File: src/hdl/lrutc_pkg.sv
// shared types and constants for the lru tile cache
// no dependencies; used by every module of the block
`default_nettype none

package lrutc_pkg;

  // field widths
  localparam int TILE_W    = 24;
  localparam int ZOOM_W    = 5;
  localparam int OUTCOME_W = 2;
  localparam int STATUS_W  = 3;
  localparam int SLOT_W    = 4;
  localparam int STAMP_W   = 32;
  localparam int COUNT_W   = 32;

  localparam int CAPACITY_DEFAULT = 16;

  // zoom used when the register holds zero, and the register's reset value
  localparam logic [ZOOM_W-1:0] ZOOM_DEFAULT = 5'd11;

  // configuration port
  localparam int APB_ADDR_W = 3;
  localparam int APB_DATA_W = 32;
  localparam logic REG_ZOOM = 1'b0;

  // fetch outcome codes
  localparam logic [OUTCOME_W-1:0] OUT_PENDING = 2'd0;
  localparam logic [OUTCOME_W-1:0] OUT_DATA    = 2'd1;
  localparam logic [OUTCOME_W-1:0] OUT_FAILED  = 2'd2;

  // lookup status codes
  localparam logic [STATUS_W-1:0] RES_HIT_DATA  = 3'd0;
  localparam logic [STATUS_W-1:0] RES_HIT_HOLE  = 3'd1;
  localparam logic [STATUS_W-1:0] RES_PENDING   = 3'd2;
  localparam logic [STATUS_W-1:0] RES_FILL_DATA = 3'd3;
  localparam logic [STATUS_W-1:0] RES_FILL_HOLE = 3'd4;

  // controller to datapath commands
  typedef struct packed {
    logic capture;  // latch the request
    logic match;    // register tag compare, load stamp tree
    logic step;     // reduce the stamp tree by one level
    logic commit;   // update entries and counters, emit the result
  } cmd_t;

  // datapath to controller status
  typedef struct packed {
    logic want_search;  // miss that must evict from a full store
  } status_t;

endpackage

`default_nettype wire

File: src/hdl/lrutc_cfg.sv
// zoom level register behind the apb-style configuration port
// depends on lrutc_pkg
`default_nettype none

module lrutc_cfg (
  input  wire logic                             clk,
  input  wire logic                             rst,
  input  wire logic                             psel,
  input  wire logic                             penable,
  input  wire logic                             pwrite,
  input  wire logic [lrutc_pkg::APB_ADDR_W-1:0] paddr,
  input  wire logic [lrutc_pkg::APB_DATA_W-1:0] pwdata,
  output logic      [lrutc_pkg::APB_DATA_W-1:0] prdata,
  output logic                                  pready,
  output logic      [lrutc_pkg::ZOOM_W-1:0]     zoom_level
);

  logic wr_en;

  assign pready = 1'b1;
  assign wr_en  = psel && penable && pwrite;

  // register write
  always_ff @(posedge clk) begin
    if (rst) begin
      zoom_level <= lrutc_pkg::ZOOM_DEFAULT;
    end else if (wr_en) begin
      unique case (paddr[2])
        lrutc_pkg::REG_ZOOM: zoom_level <= pwdata[lrutc_pkg::ZOOM_W-1:0];
        default: ;
      endcase
    end
  end

  // register read
  always_comb begin
    prdata = '0;
    unique case (paddr[2])
      lrutc_pkg::REG_ZOOM: prdata[lrutc_pkg::ZOOM_W-1:0] = zoom_level;
      default: prdata = '0;
    endcase
  end

endmodule

`default_nettype wire

File: src/hdl/lrutc_ctrl.sv
// lookup sequencer: capture, match, optional lru search, commit
// depends on lrutc_pkg
`default_nettype none

module lrutc_ctrl #(
  parameter int CAPACITY = lrutc_pkg::CAPACITY_DEFAULT
) (
  input  wire logic               clk,
  input  wire logic               rst,
  input  wire logic               start,
  output logic                    busy,
  output lrutc_pkg::cmd_t         cmd,
  input  wire lrutc_pkg::status_t status
);

  localparam int LEVELS = $clog2(CAPACITY);
  localparam int LVLW   = (LEVELS > 1) ? $clog2(LEVELS) : 1;

  typedef enum logic [3:0] {
    ST_IDLE   = 4'b0001,
    ST_MATCH  = 4'b0010,
    ST_SEARCH = 4'b0100,
    ST_WRITE  = 4'b1000
  } state_t;

  state_t          state, state_next;
  logic [LVLW-1:0] level, level_next;

  assign busy = (state != ST_IDLE);

  // next state and commands
  always_comb begin
    state_next = state;
    level_next = level;
    cmd        = '0;
    unique case (state)
      ST_IDLE: begin
        if (start) begin
          cmd.capture = 1'b1;
          state_next  = ST_MATCH;
        end
      end
      ST_MATCH: begin
        cmd.match  = 1'b1;
        level_next = '0;
        state_next = status.want_search ? ST_SEARCH : ST_WRITE;
      end
      ST_SEARCH: begin
        cmd.step = 1'b1;
        if (level == LVLW'(LEVELS - 1)) begin
          state_next = ST_WRITE;
        end else begin
          level_next = level + LVLW'(1);
        end
      end
      ST_WRITE: begin
        cmd.commit = 1'b1;
        state_next = ST_IDLE;
      end
      default: state_next = ST_IDLE;
    endcase
  end

  // state registers
  always_ff @(posedge clk) begin
    if (rst) begin
      state <= ST_IDLE;
      level <= '0;
    end else begin
      state <= state_next;
      level <= level_next;
    end
  end

endmodule

`default_nettype wire

File: src/hdl/lrutc_datapath.sv
// entry store, tag compare, min-stamp tree, counters and result registers
// depends on lrutc_pkg
`default_nettype none

module lrutc_datapath #(
  parameter int CAPACITY = lrutc_pkg::CAPACITY_DEFAULT
) (
  input  wire logic                            clk,
  input  wire logic                            rst,
  input  wire lrutc_pkg::cmd_t                 cmd,
  output lrutc_pkg::status_t                   status,
  input  wire logic [lrutc_pkg::TILE_W-1:0]    tile_x,
  input  wire logic [lrutc_pkg::TILE_W-1:0]    tile_y,
  input  wire logic [lrutc_pkg::OUTCOME_W-1:0] fetch_outcome,
  input  wire logic [lrutc_pkg::ZOOM_W-1:0]    zoom_level,
  output logic                                 done,
  output logic      [lrutc_pkg::STATUS_W-1:0]  lookup_status,
  output logic      [lrutc_pkg::SLOT_W-1:0]    slot_index,
  output logic                                 evicted,
  output logic      [lrutc_pkg::COUNT_W-1:0]   fill_count
);

  localparam int IDXW   = $clog2(CAPACITY);
  localparam int CNTW   = $clog2(CAPACITY + 1);
  localparam int TREE_N = 1 << IDXW;

  // request registers
  logic [lrutc_pkg::TILE_W-1:0]    req_x, req_y;
  logic [lrutc_pkg::OUTCOME_W-1:0] req_outcome;
  logic [lrutc_pkg::ZOOM_W-1:0]    req_zoom;

  // entry store
  logic [lrutc_pkg::TILE_W-1:0]  entry_x     [CAPACITY];
  logic [lrutc_pkg::TILE_W-1:0]  entry_y     [CAPACITY];
  logic [lrutc_pkg::ZOOM_W-1:0]  entry_zoom  [CAPACITY];
  logic [lrutc_pkg::STAMP_W-1:0] entry_stamp [CAPACITY];
  logic [CAPACITY-1:0]           entry_has_data;

  // counters
  logic [CNTW-1:0]               used;
  logic [lrutc_pkg::STAMP_W-1:0] use_clock, use_clock_next;
  logic [lrutc_pkg::COUNT_W-1:0] data_fills, data_fills_next;

  // match results
  logic [CAPACITY-1:0] match;
  logic                hit_any, hit_data;
  logic [IDXW-1:0]     hit_idx;
  logic                hit_q, hit_data_q;
  logic [IDXW-1:0]     hit_idx_q;

  // min-stamp tree
  logic [lrutc_pkg::STAMP_W-1:0] leaf_stamp [TREE_N];
  logic                          leaf_vld   [TREE_N];
  logic [lrutc_pkg::STAMP_W-1:0] tree_stamp [TREE_N];
  logic [IDXW-1:0]               tree_idx   [TREE_N];
  logic                          tree_vld   [TREE_N];

  // commit decode
  logic            full, got, wr_en, stamp_en;
  logic [IDXW-1:0] wr_slot, stamp_slot, rep_slot;
  logic [IDXW+3:0] slot_ext;
  logic [lrutc_pkg::STATUS_W-1:0] res_code;

  // request capture with zoom substitution
  always_ff @(posedge clk) begin
    if (cmd.capture) begin
      req_x       <= tile_x;
      req_y       <= tile_y;
      req_outcome <= fetch_outcome;
      req_zoom    <= (zoom_level == '0) ? lrutc_pkg::ZOOM_DEFAULT : zoom_level;
    end
  end

  // parallel tag compare over occupied slots
  always_comb begin
    for (int i = 0; i < CAPACITY; i++) begin
      match[i] = (CNTW'(i) < used) && (entry_zoom[i] == req_zoom) &&
                 (entry_x[i] == req_x) && (entry_y[i] == req_y);
    end
  end

  assign hit_any  = |match;
  assign hit_data = |(match & entry_has_data);

  // lowest matching slot
  always_comb begin
    hit_idx = '0;
    for (int i = CAPACITY - 1; i >= 0; i--) begin
      if (match[i]) hit_idx = IDXW'(i);
    end
  end

  assign full   = (used == CNTW'(CAPACITY));
  assign status.want_search = !hit_any && (req_outcome != lrutc_pkg::OUT_PENDING) && full;

  // registered match outcome
  always_ff @(posedge clk) begin
    if (cmd.match) begin
      hit_q      <= hit_any;
      hit_data_q <= hit_data;
      hit_idx_q  <= hit_idx;
    end
  end

  // tree leaves: real slots are valid, padding leaves are not
  for (genvar g = 0; g < TREE_N; g++) begin : g_leaf
    if (g < CAPACITY) begin : g_slot
      assign leaf_stamp[g] = entry_stamp[g];
      assign leaf_vld[g]   = 1'b1;
    end else begin : g_pad
      assign leaf_stamp[g] = '0;
      assign leaf_vld[g]   = 1'b0;
    end
  end

  // min-stamp tree: loaded at match, one level per step, lowest index wins ties
  for (genvar g = 0; g < TREE_N; g++) begin : g_tree
    if (g < TREE_N / 2) begin : g_node
      always_ff @(posedge clk) begin
        if (cmd.match) begin
          tree_stamp[g] <= leaf_stamp[g];
          tree_idx[g]   <= IDXW'(g);
          tree_vld[g]   <= leaf_vld[g];
        end else if (cmd.step) begin
          if (tree_vld[2*g+1] &&
              (!tree_vld[2*g] || (tree_stamp[2*g+1] < tree_stamp[2*g]))) begin
            tree_stamp[g] <= tree_stamp[2*g+1];
            tree_idx[g]   <= tree_idx[2*g+1];
          end else begin
            tree_stamp[g] <= tree_stamp[2*g];
            tree_idx[g]   <= tree_idx[2*g];
          end
          tree_vld[g] <= tree_vld[2*g] | tree_vld[2*g+1];
        end
      end
    end else begin : g_upper
      always_ff @(posedge clk) begin
        if (cmd.match) begin
          tree_stamp[g] <= leaf_stamp[g];
          tree_idx[g]   <= IDXW'(g);
          tree_vld[g]   <= leaf_vld[g];
        end else if (cmd.step) begin
          tree_vld[g] <= 1'b0;
        end
      end
    end
  end

  // commit decode
  assign got        = (req_outcome == lrutc_pkg::OUT_DATA);
  assign wr_en      = cmd.commit && !hit_q && (req_outcome != lrutc_pkg::OUT_PENDING);
  assign stamp_en   = cmd.commit && (hit_q || wr_en);
  assign wr_slot    = full ? tree_idx[0] : used[IDXW-1:0];
  assign stamp_slot = hit_q ? hit_idx_q : wr_slot;
  assign rep_slot   = hit_q ? hit_idx_q : (wr_en ? wr_slot : '0);
  assign slot_ext   = {4'b0000, rep_slot};

  assign use_clock_next  = use_clock + lrutc_pkg::STAMP_W'(1);
  assign data_fills_next = data_fills + {{(lrutc_pkg::COUNT_W-1){1'b0}}, (wr_en && got)};

  always_comb begin
    if (hit_q) begin
      res_code = hit_data_q ? lrutc_pkg::RES_HIT_DATA : lrutc_pkg::RES_HIT_HOLE;
    end else if (!wr_en) begin
      res_code = lrutc_pkg::RES_PENDING;
    end else begin
      res_code = got ? lrutc_pkg::RES_FILL_DATA : lrutc_pkg::RES_FILL_HOLE;
    end
  end

  // entry writes
  always_ff @(posedge clk) begin
    if (wr_en) begin
      entry_x[wr_slot]        <= req_x;
      entry_y[wr_slot]        <= req_y;
      entry_zoom[wr_slot]     <= req_zoom;
      entry_has_data[wr_slot] <= got;
    end
    if (stamp_en) begin
      entry_stamp[stamp_slot] <= use_clock_next;
    end
  end

  // occupancy, stamp clock, fill count and result strobe
  always_ff @(posedge clk) begin
    if (rst) begin
      used       <= '0;
      use_clock  <= '0;
      data_fills <= '0;
      done       <= 1'b0;
    end else begin
      done <= cmd.commit;
      if (wr_en && !full) used <= used + CNTW'(1);
      if (stamp_en) use_clock <= use_clock_next;
      if (cmd.commit) data_fills <= data_fills_next;
    end
  end

  // result registers
  always_ff @(posedge clk) begin
    if (cmd.commit) begin
      lookup_status <= res_code;
      slot_index    <= slot_ext[3:0];
      evicted       <= wr_en && full;
      fill_count    <= data_fills_next;
    end
  end

endmodule

`default_nettype wire

File: src/hdl/lru_tile_cache_core.sv
// top level of the lru tile cache: config register, sequencer, datapath
// depends on lrutc_pkg, lrutc_cfg, lrutc_ctrl, lrutc_datapath
//
// A fully associative tile cache with lru replacement and negative caching.
// Request channel: an item (tile_x, tile_y, fetch_outcome) is taken at a
// rising edge where start is high and busy is low. Tags are (zoom, x, y),
// with the zoom taken from the zoom_level register (zero reads as 11).
// Result channel: done is high for exactly one cycle with lookup_status,
// slot_index, evicted and fill_count; the receiver cannot stall it.
// Sequence: a hit, a pending miss or a fill into a free slot passes the match and
// write states after the accepting edge; done comes as busy falls, so a new item
// can be taken while done is high. A fill into a full store also passes the search
// state, where the registered min-stamp tree is reduced one level per cycle.
// The tag compare over all slots is combinational and registered in the match state.
// Reset: all slots empty, stamp clock and fill count zero, zoom_level 11.
// Configuration: apb-style, zoom_level at byte address 0, pready always high;
// the user must write it only while the block is idle; the block does not enforce this.
`default_nettype none

module lru_tile_cache_core #(
  parameter int CAPACITY = lrutc_pkg::CAPACITY_DEFAULT
) (
  input  wire logic                             clk,
  input  wire logic                             rst,
  input  wire logic                             psel,
  input  wire logic                             penable,
  input  wire logic                             pwrite,
  input  wire logic [lrutc_pkg::APB_ADDR_W-1:0] paddr,
  input  wire logic [lrutc_pkg::APB_DATA_W-1:0] pwdata,
  output logic      [lrutc_pkg::APB_DATA_W-1:0] prdata,
  output logic                                  pready,
  input  wire logic                             start,
  output logic                                  busy,
  input  wire logic [lrutc_pkg::TILE_W-1:0]     tile_x,
  input  wire logic [lrutc_pkg::TILE_W-1:0]     tile_y,
  input  wire logic [lrutc_pkg::OUTCOME_W-1:0]  fetch_outcome,
  output logic                                  done,
  output logic      [lrutc_pkg::STATUS_W-1:0]   lookup_status,
  output logic      [lrutc_pkg::SLOT_W-1:0]     slot_index,
  output logic                                  evicted,
  output logic      [lrutc_pkg::COUNT_W-1:0]    fill_count
);

  logic [lrutc_pkg::ZOOM_W-1:0] zoom_level;
  lrutc_pkg::cmd_t              cmd;
  lrutc_pkg::status_t           status;

  // configuration register
  lrutc_cfg u_cfg (
    .clk        (clk),
    .rst        (rst),
    .psel       (psel),
    .penable    (penable),
    .pwrite     (pwrite),
    .paddr      (paddr),
    .pwdata     (pwdata),
    .prdata     (prdata),
    .pready     (pready),
    .zoom_level (zoom_level)
  );

  // sequencer
  lrutc_ctrl #(.CAPACITY(CAPACITY)) u_ctrl (
    .clk    (clk),
    .rst    (rst),
    .start  (start),
    .busy   (busy),
    .cmd    (cmd),
    .status (status)
  );

  // datapath
  lrutc_datapath #(.CAPACITY(CAPACITY)) u_dp (
    .clk           (clk),
    .rst           (rst),
    .cmd           (cmd),
    .status        (status),
    .tile_x        (tile_x),
    .tile_y        (tile_y),
    .fetch_outcome (fetch_outcome),
    .zoom_level    (zoom_level),
    .done          (done),
    .lookup_status (lookup_status),
    .slot_index    (slot_index),
    .evicted       (evicted),
    .fill_count    (fill_count)
  );

endmodule

`default_nettype wire

File: config.mk
export PLATFORM = sky130hd
export DESIGN_NAME = lru_tile_cache_core
export DESIGN_NICKNAME = d
export VERILOG_FILES = /design/src/hdl/lrutc_pkg.sv /design/src/hdl/lrutc_cfg.sv /design/src/hdl/lrutc_ctrl.sv /design/src/hdl/lrutc_datapath.sv /design/src/hdl/lru_tile_cache_core.sv
export SDC_FILE = /design/constraint.sdc
export NUM_CORES = 2
export LEC_CHECK = 0
export ABC_AREA = 1
export BUFFER_PORTS_ARGS = -buffer_cell sky130_fd_sc_hd__buf_2
export CAP_MARGIN = 25
export CORE_ASPECT_RATIO = 1.1
export CORE_MARGIN = 2
export CORE_UTILIZATION = 34
export CTS_CLUSTER_SIZE = 40
export DETAILED_ROUTE_END_ITERATION = 7
export PLACE_DENSITY = 0.55
export SLEW_MARGIN = 20
export SYNTH_ARGS = -nofsm -noshare
export SYNTH_HDL_FRONTEND = slang
export SYNTH_SLANG_ARGS = --single-unit
export TNS_END_PERCENT = 10
File: constraint.sdc
create_clock -name clk -period 28.4 [get_ports clk]
set_input_delay 5.68 -clock clk [delete_from_list [all_inputs] [get_ports clk]]
set_output_delay 5.68 -clock clk [all_outputs]
set_load 0.03 [all_outputs]
[Word level (Yosys, flattened, before mapping)]
Memory sizes are Yosys's and may differ from the RTL's.
Cells that the tools add are included.
Operators by class
  reductions and logical operators: 98
  mux-type cells: 159
  $lt $le $gt $ge: 26
  equal/unequal tests: 59
  add/sub/neg operators: 4
  bitwise logic cells: 58
Operators by type and width (count)
  == test 24 bit: 32
  2-to-1 mux 32 bit: 16
  less-than comparator 32 bit: 8
  2-to-1 mux 4 bit: 31
  2-to-1 mux 1 bit: 97
  == test 5 bit: 16
  logical AND 1 bit: 67
  bitwise OR 1 bit: 56
  less-than comparator 4 x 5 -> 1 bit, first input constant: 8
  adder 32 x 1 -> 32 bit: 1
  adder 32 x 1 -> 32 bit, second input constant: 1
  OR reduction 16 bit: 2
  2-to-1 mux 3 bit: 7
  less-than comparator 3 x 5 -> 1 bit, first input constant: 4
  AND 16 bit: 1
  bitwise mux 16 bit: 1
  one-hot mux 4 bit (3 select lines): 1
  zero test 1 bit: 11
  less-than comparator 1 x 5 -> 1 bit, first input constant: 2
  less-than comparator 2 x 5 -> 1 bit, first input constant: 2
  logical OR 1 bit: 9
  OR reduction 8 bit: 1
  2-to-1 mux 2 bit: 3
  AND reduction 2 bit: 3
  22 further kinds: 24
Storage, ports and cells
  output and inout port bits: 75
  register bits after elaboration: 198
  logic and storage cells: 433
  memory bits (writable): 1952
  memories kept: 7
Memories
  u_dp.entry_stamp: depth 16, width 32, rd ports 16, clocked after memory_dff 0, write ports 1, RTL line lrutc_datapath.sv:36  | logic [lrutc_pkg::STAMP_W-1:0] entry_stamp [CAPACITY];
  u_dp.tree_stamp: depth 16, width 32, rd ports 16, clocked after memory_dff 0, write ports 16, RTL line lrutc_datapath.sv:54  | logic [lrutc_pkg::STAMP_W-1:0] tree_stamp [TREE_N];
  u_dp.entry_x: depth 16, width 24, rd ports 16, clocked after memory_dff 0, write ports 1, RTL line lrutc_datapath.sv:33  | logic [lrutc_pkg::TILE_W-1:0] entry_x [CAPACITY];
  u_dp.entry_y: depth 16, width 24, rd ports 16, clocked after memory_dff 0, write ports 1, RTL line lrutc_datapath.sv:34  | logic [lrutc_pkg::TILE_W-1:0] entry_y [CAPACITY];
  u_dp.entry_zoom: depth 16, width 5, rd ports 16, clocked after memory_dff 0, write ports 1, RTL line lrutc_datapath.sv:35  | logic [lrutc_pkg::ZOOM_W-1:0] entry_zoom [CAPACITY];
  u_dp.tree_idx: depth 16, width 4, rd ports 16, clocked after memory_dff 0, write ports 16, RTL line lrutc_datapath.sv:55  | logic [IDXW-1:0] tree_idx [TREE_N];
  1 more memories

[Longest topological paths before layout]
An unclocked memory read counts as a cell.
  word-level depth: 20
  gate-level depth with buffers: 26
  gate-level depth less buffers: 26

[By module]
Synthesis repeated with hierarchy kept, for this count alone.
Second synthesis, totals
  cells, all modules: 6653
  area total of the unflattened synthesis: 87929.3 um^2
By module, submodules not included
  lrutc_datapath: seq. area each 62169.6 um^2, times used 1, cells each 6529, area an instance 87104.8 um^2
  lrutc_cfg: seq. area each 100.1 um^2, times used 1, cells each 73, area an instance 486.7 um^2
  lrutc_ctrl: seq. area each 120.1 um^2, times used 1, cells each 51, area an instance 337.8 um^2

[Worst setup path before layout]
OpenSTA, ideal clock, no wires.
  path kind: reg2reg
  from: register u_ctrl.state[2]
  to: memory u_dp.tree_idx[0][10] (netlist bit), enable pin
  path slack: 338 ps
  cell stages (with the launch flop): 6
  arrival time: 27436 ps
  setup time: 626 ps
  required time: 27774 ps
  path through: dfxtp_1 -> nor2_1 -> inv_1 -> nor3_1 -> inv_1 -> nand2_1
RTL lines
  from (decl): RTL line lrutc_ctrl.sv:26  | state_t state, state_next;
  from (signal assigned): RTL line lrutc_ctrl.sv:70  | state <= state_next;
  to (decl): RTL line lrutc_datapath.sv:55

[Final worst setup path]
  from: input port paddr[2] (netlist bit)
  to: output port prdata[3] (netlist bit)
Between the ends
  cells in the longest elaborated chain, start to end: 1
RTL lines
  from (decl): RTL line lru_tile_cache_core.sv:28  | input wire logic [lrutc_pkg::APB_ADDR_W-1:0] paddr,
  2-to-1 mux 5 bit: RTL line lrutc_cfg.sv:38  | unique case (paddr[2])
  to (decl): RTL line lru_tile_cache_core.sv:30  | output logic [lrutc_pkg::APB_DATA_W-1:0] prdata,
No other way between the ends.

==> metrics.yaml <==
clk_pin_slew_worst_paths_ps: 60
finalHoldWorstSlack_ps: 320
cts_inserted_buffers: 223
power_density_nw_per_um2: 66.5
cts_setup_buffers: 0
grt_usage_pct: 18.1
path_max_fanout: 6
drv_slew: 0
cts_sinks: 2105
gp_congestion: 0.891
hold_viol_final: 0
yosysSeqAreaShare_pct: 70.9
crit_arrival_ps: 6120
setup_tns_ps: 0
htreeDepth: 4
die_area_um2: 263000
r2r-end: "u_dp.data_fills[30]$_SDFFE_PP0P_"
core-area_um2: 257000
hold_depth: 0
seq_area_um2: 62400
startpoint_type: "input port"
vdd_ir_drop_max_uv: 47.9
status: "complete, no violations"
min_from: "u_dp.entry_stamp[9][8]$_DFFE_PP_"
clkLatencyLatePin_ps: 920
max_cap_viol_count: 0
fin_crit_sh_pct: 41.5
drtAntennaViolNets: 0
fmax_ghz: 0.0848
synth-seq-cells: 2105
holdBufCountCts: 0
leakagePower_nw: 36.0
drt_iter0_markers: 5013
num_vias: 52500
pin_count: 166
wl_per_cell_um: 23.0
hold_path.class: "reg -> reg"
grt_pass1_wl_um: 349000
setup_viol: 0
cts-root-buf: "clkbuf_16"
netlist_instances: 6620
tightest_slew_ps: 1060
final_nets: 7262
cp-end-kind: "output port"
timing.rr.start: "u_ctrl.state[0]$_SDFFE_PP1P_"
initial_core_util_pct: 34.2
die_w_um: 489
dr.pass1.iters: 6
cts_tree: "built"
critPathKind: "in -> out"
cts-resized-gates: 0
fp.dieH_um: 537
area_delta_synth_final_pct: 15.1
num_rows: 195
first_global_vias: 51600
drive_above_1_share_pct: 11.4
portBuffers: 108
required_ps: 22720
drc: 0
grt_setup_unrepaired: "no"
viasPerCell: 4.98
gr-total-overflow: 0
avgSynthCellArea_um2: 13.3
hpwl_um: 153000
syn_area_um2: 88000
ff2ff_setup_slack_ps: 23870
max-clock-path-buffers: 4
multiInputGateArea_um2: 22600
final_util_pct: 39.4
ys_warn_count: 0
grt_max_degree: 179
hold_end: "u_dp.tree_stamp[1][40]$_DFFE_PP_"
antenna_found_initial: 12
wl_um: 242000
synth_cell_type_count: 57
fillers: 23800
rr_worst_depth: 26
slew_headroom_pct: 29.6
min_period_ps: 11800
clock_skew_ps: 133
-- cell type report --
class | instances | share of cell area [%]
clock buffers | 282 | 5.94
flip-flops and latches | 2105 | 61.6
diodes | 2 | 0.00494
inverters | 607 | 2.25
clock inverters | 124 | 1.50
well taps | 3447 | 4.26
repair buffers | 295 | 2.11
multi-input cells | 3685 | 22.3
-- stage by stage --
stage,power [mW],instances,instance area (µm²),worst slack [ps]
global route,6.93,10500,101000,16560
finish,6.74,10500,101000,16600
detailed placement,3.78,10100,93600,16600
floorplan,3.64,6646,88100,338
CTS,6.80,10500,101000,16600
global placement,3.77,10100,93500,16600
-- state kept, by name, summed over array words and instances, names as in the netlist, 8 cells and up --
register and cells:
u_dp.entry_stamp 512, u_dp.tree_stamp 512, u_dp.entry_x 384, u_dp.entry_y 384, u_dp.entry_zoom 80, u_dp.data_fills 32, u_dp.fill_count 32, u_dp.use_clock 32
u_dp.tree_idx 27, u_dp.req_x 24, u_dp.req_y 24, u_dp.entry_has_data 16, u_dp.tree_vld 8
-- metal layers --
metal / GRT usage (%) / up-vias / wire length, µm
li1: - / 24200 / -
met1: 23.1 / 26200 / 98800
met2: 30.9 / 1636 / 119000
met3: 2.80 / 450 / 15300
met4: 6.86 / 6 / 9580
met5: 0 / - / 39
-- Yosys cell counts, drive strengths merged --
| library cell | number | area share [%] |
|---|---|---|
| o31ai | 9 | 0.077 |
| nor4 | 105 | 0.75 |
| clkinv | 8 | 0.034 |
| o221ai | 6 | 0.060 |
| and3 | 3 | 0.021 |
| o311ai | 2 | 0.020 |
| nor2 | 338 | 1.6 |
| a221oi | 24 | 0.24 |
| a211oi | 26 | 0.22 |
| o21ai | 252 | 1.4 |
| nand4 | 129 | 0.94 |
| edfxtp | 2023 | 69 |
| a32o | 2 | 0.023 |
| mux2 | 31 | 0.40 |
| dfxtp | 82 | 1.9 |
| and2 | 4 | 0.028 |
| nor3 | 54 | 0.36 |
| o21a | 3 | 0.026 |
| nor3b | 2 | 0.017 |
| a21boi | 3 | 0.026 |
| nor4b | 1 | 0.010 |
| a2111oi | 4 | 0.040 |
| a22o | 37 | 0.37 |
| buf | 119 | 0.76 |
| or4 | 3 | 0.026 |
| o211ai | 140 | 1.2 |
| xnor2 | 184 | 1.8 |
| or2 | 39 | 0.28 |
| a21oi | 187 | 1.1 |
| a21o | 4 | 0.034 |
| ha | 254 | 3.6 |
| inv | 599 | 2.6 |
| o22ai | 68 | 0.48 |
| clkbuf | 130 | 0.55 |
| conb | 2 | 0.0085 |
| a41oi | 1 | 0.010 |
| nand2 | 1097 | 4.7 |
| xor2 | 353 | 3.5 |
| o21bai | 2 | 0.017 |
| nand3 | 283 | 1.7 |
| o2111ai | 5 | 0.050 |
| nand3b | 2 | 0.017 |
-- kinds of logic after synthesis --
family / count (synthesis) / share of synthesized area, %
buffers and inverters: 856 / 3.91
AND/OR/NAND/NOR: 2060 / 10.4
multiplexers: 31 / 0.397
XOR/XNOR: 537 / 5.36
AO/OA/AOI/OAI: 775 / 5.40
adder cells (fa/ha/maj): 254 / 3.61
other: 2 / 0.00854
flip-flops: 2105 / 70.9
-- report_power, final --
| group | switching [mW] | internal [mW] | total, mW |
|---|---|---|---|
| Combinational | 0.224 | 0.0692 | 0.293 |
| Clock | 1.23 | 1.79 | 3.03 |
| Sequential | 0.0119 | 3.41 | 3.42 |
| Total | 1.47 | 5.27 | 6.74 |
-- how the worst max path moves through the flow --
stage	startpoint	endpoint	slack, ps
CTS	paddr[2]	prdata[3]	16600
global route	paddr[2]	prdata[4]	16560
detailed placement	paddr[2]	prdata[3]	16600
global placement	paddr[2]	prdata[3]	16600
finish	paddr[2]	prdata[3]	16600
floorplan	u_ctrl.state[2]$_SDFFE_PP0P_	u_dp.tree_idx[0][10]$_DFFE_PP_	340
-- cells in the final DEF, fill, tap and decap left out, drive strengths merged, types with 33 or more instances in the layout --
| master | instances |
|---|---|
| clkbuf | 282 |
| ha | 254 |
| xnor2 | 184 |
| or2 | 39 |
| a22o | 37 |
| nand4 | 129 |
| nor4 | 105 |
| o22ai | 68 |
| nor2 | 338 |
| nor3 | 54 |
| clkinv | 88 |
| inv | 604 |
| o21ai | 252 |
| xor2 | 353 |
| nand2 | 1097 |
| bufinv | 33 |
| edfxtp | 2023 |
| dfxtp | 82 |
| nand3 | 283 |
| o211ai | 140 |
| buf | 295 |
| a21oi | 187 |
-- worst max-delay path, cell delays in order --
cell    delay, ps
buf_2         130
nor2_1        100
buf_2         200
No activity file was read; power rests on OpenSTA's default activity.
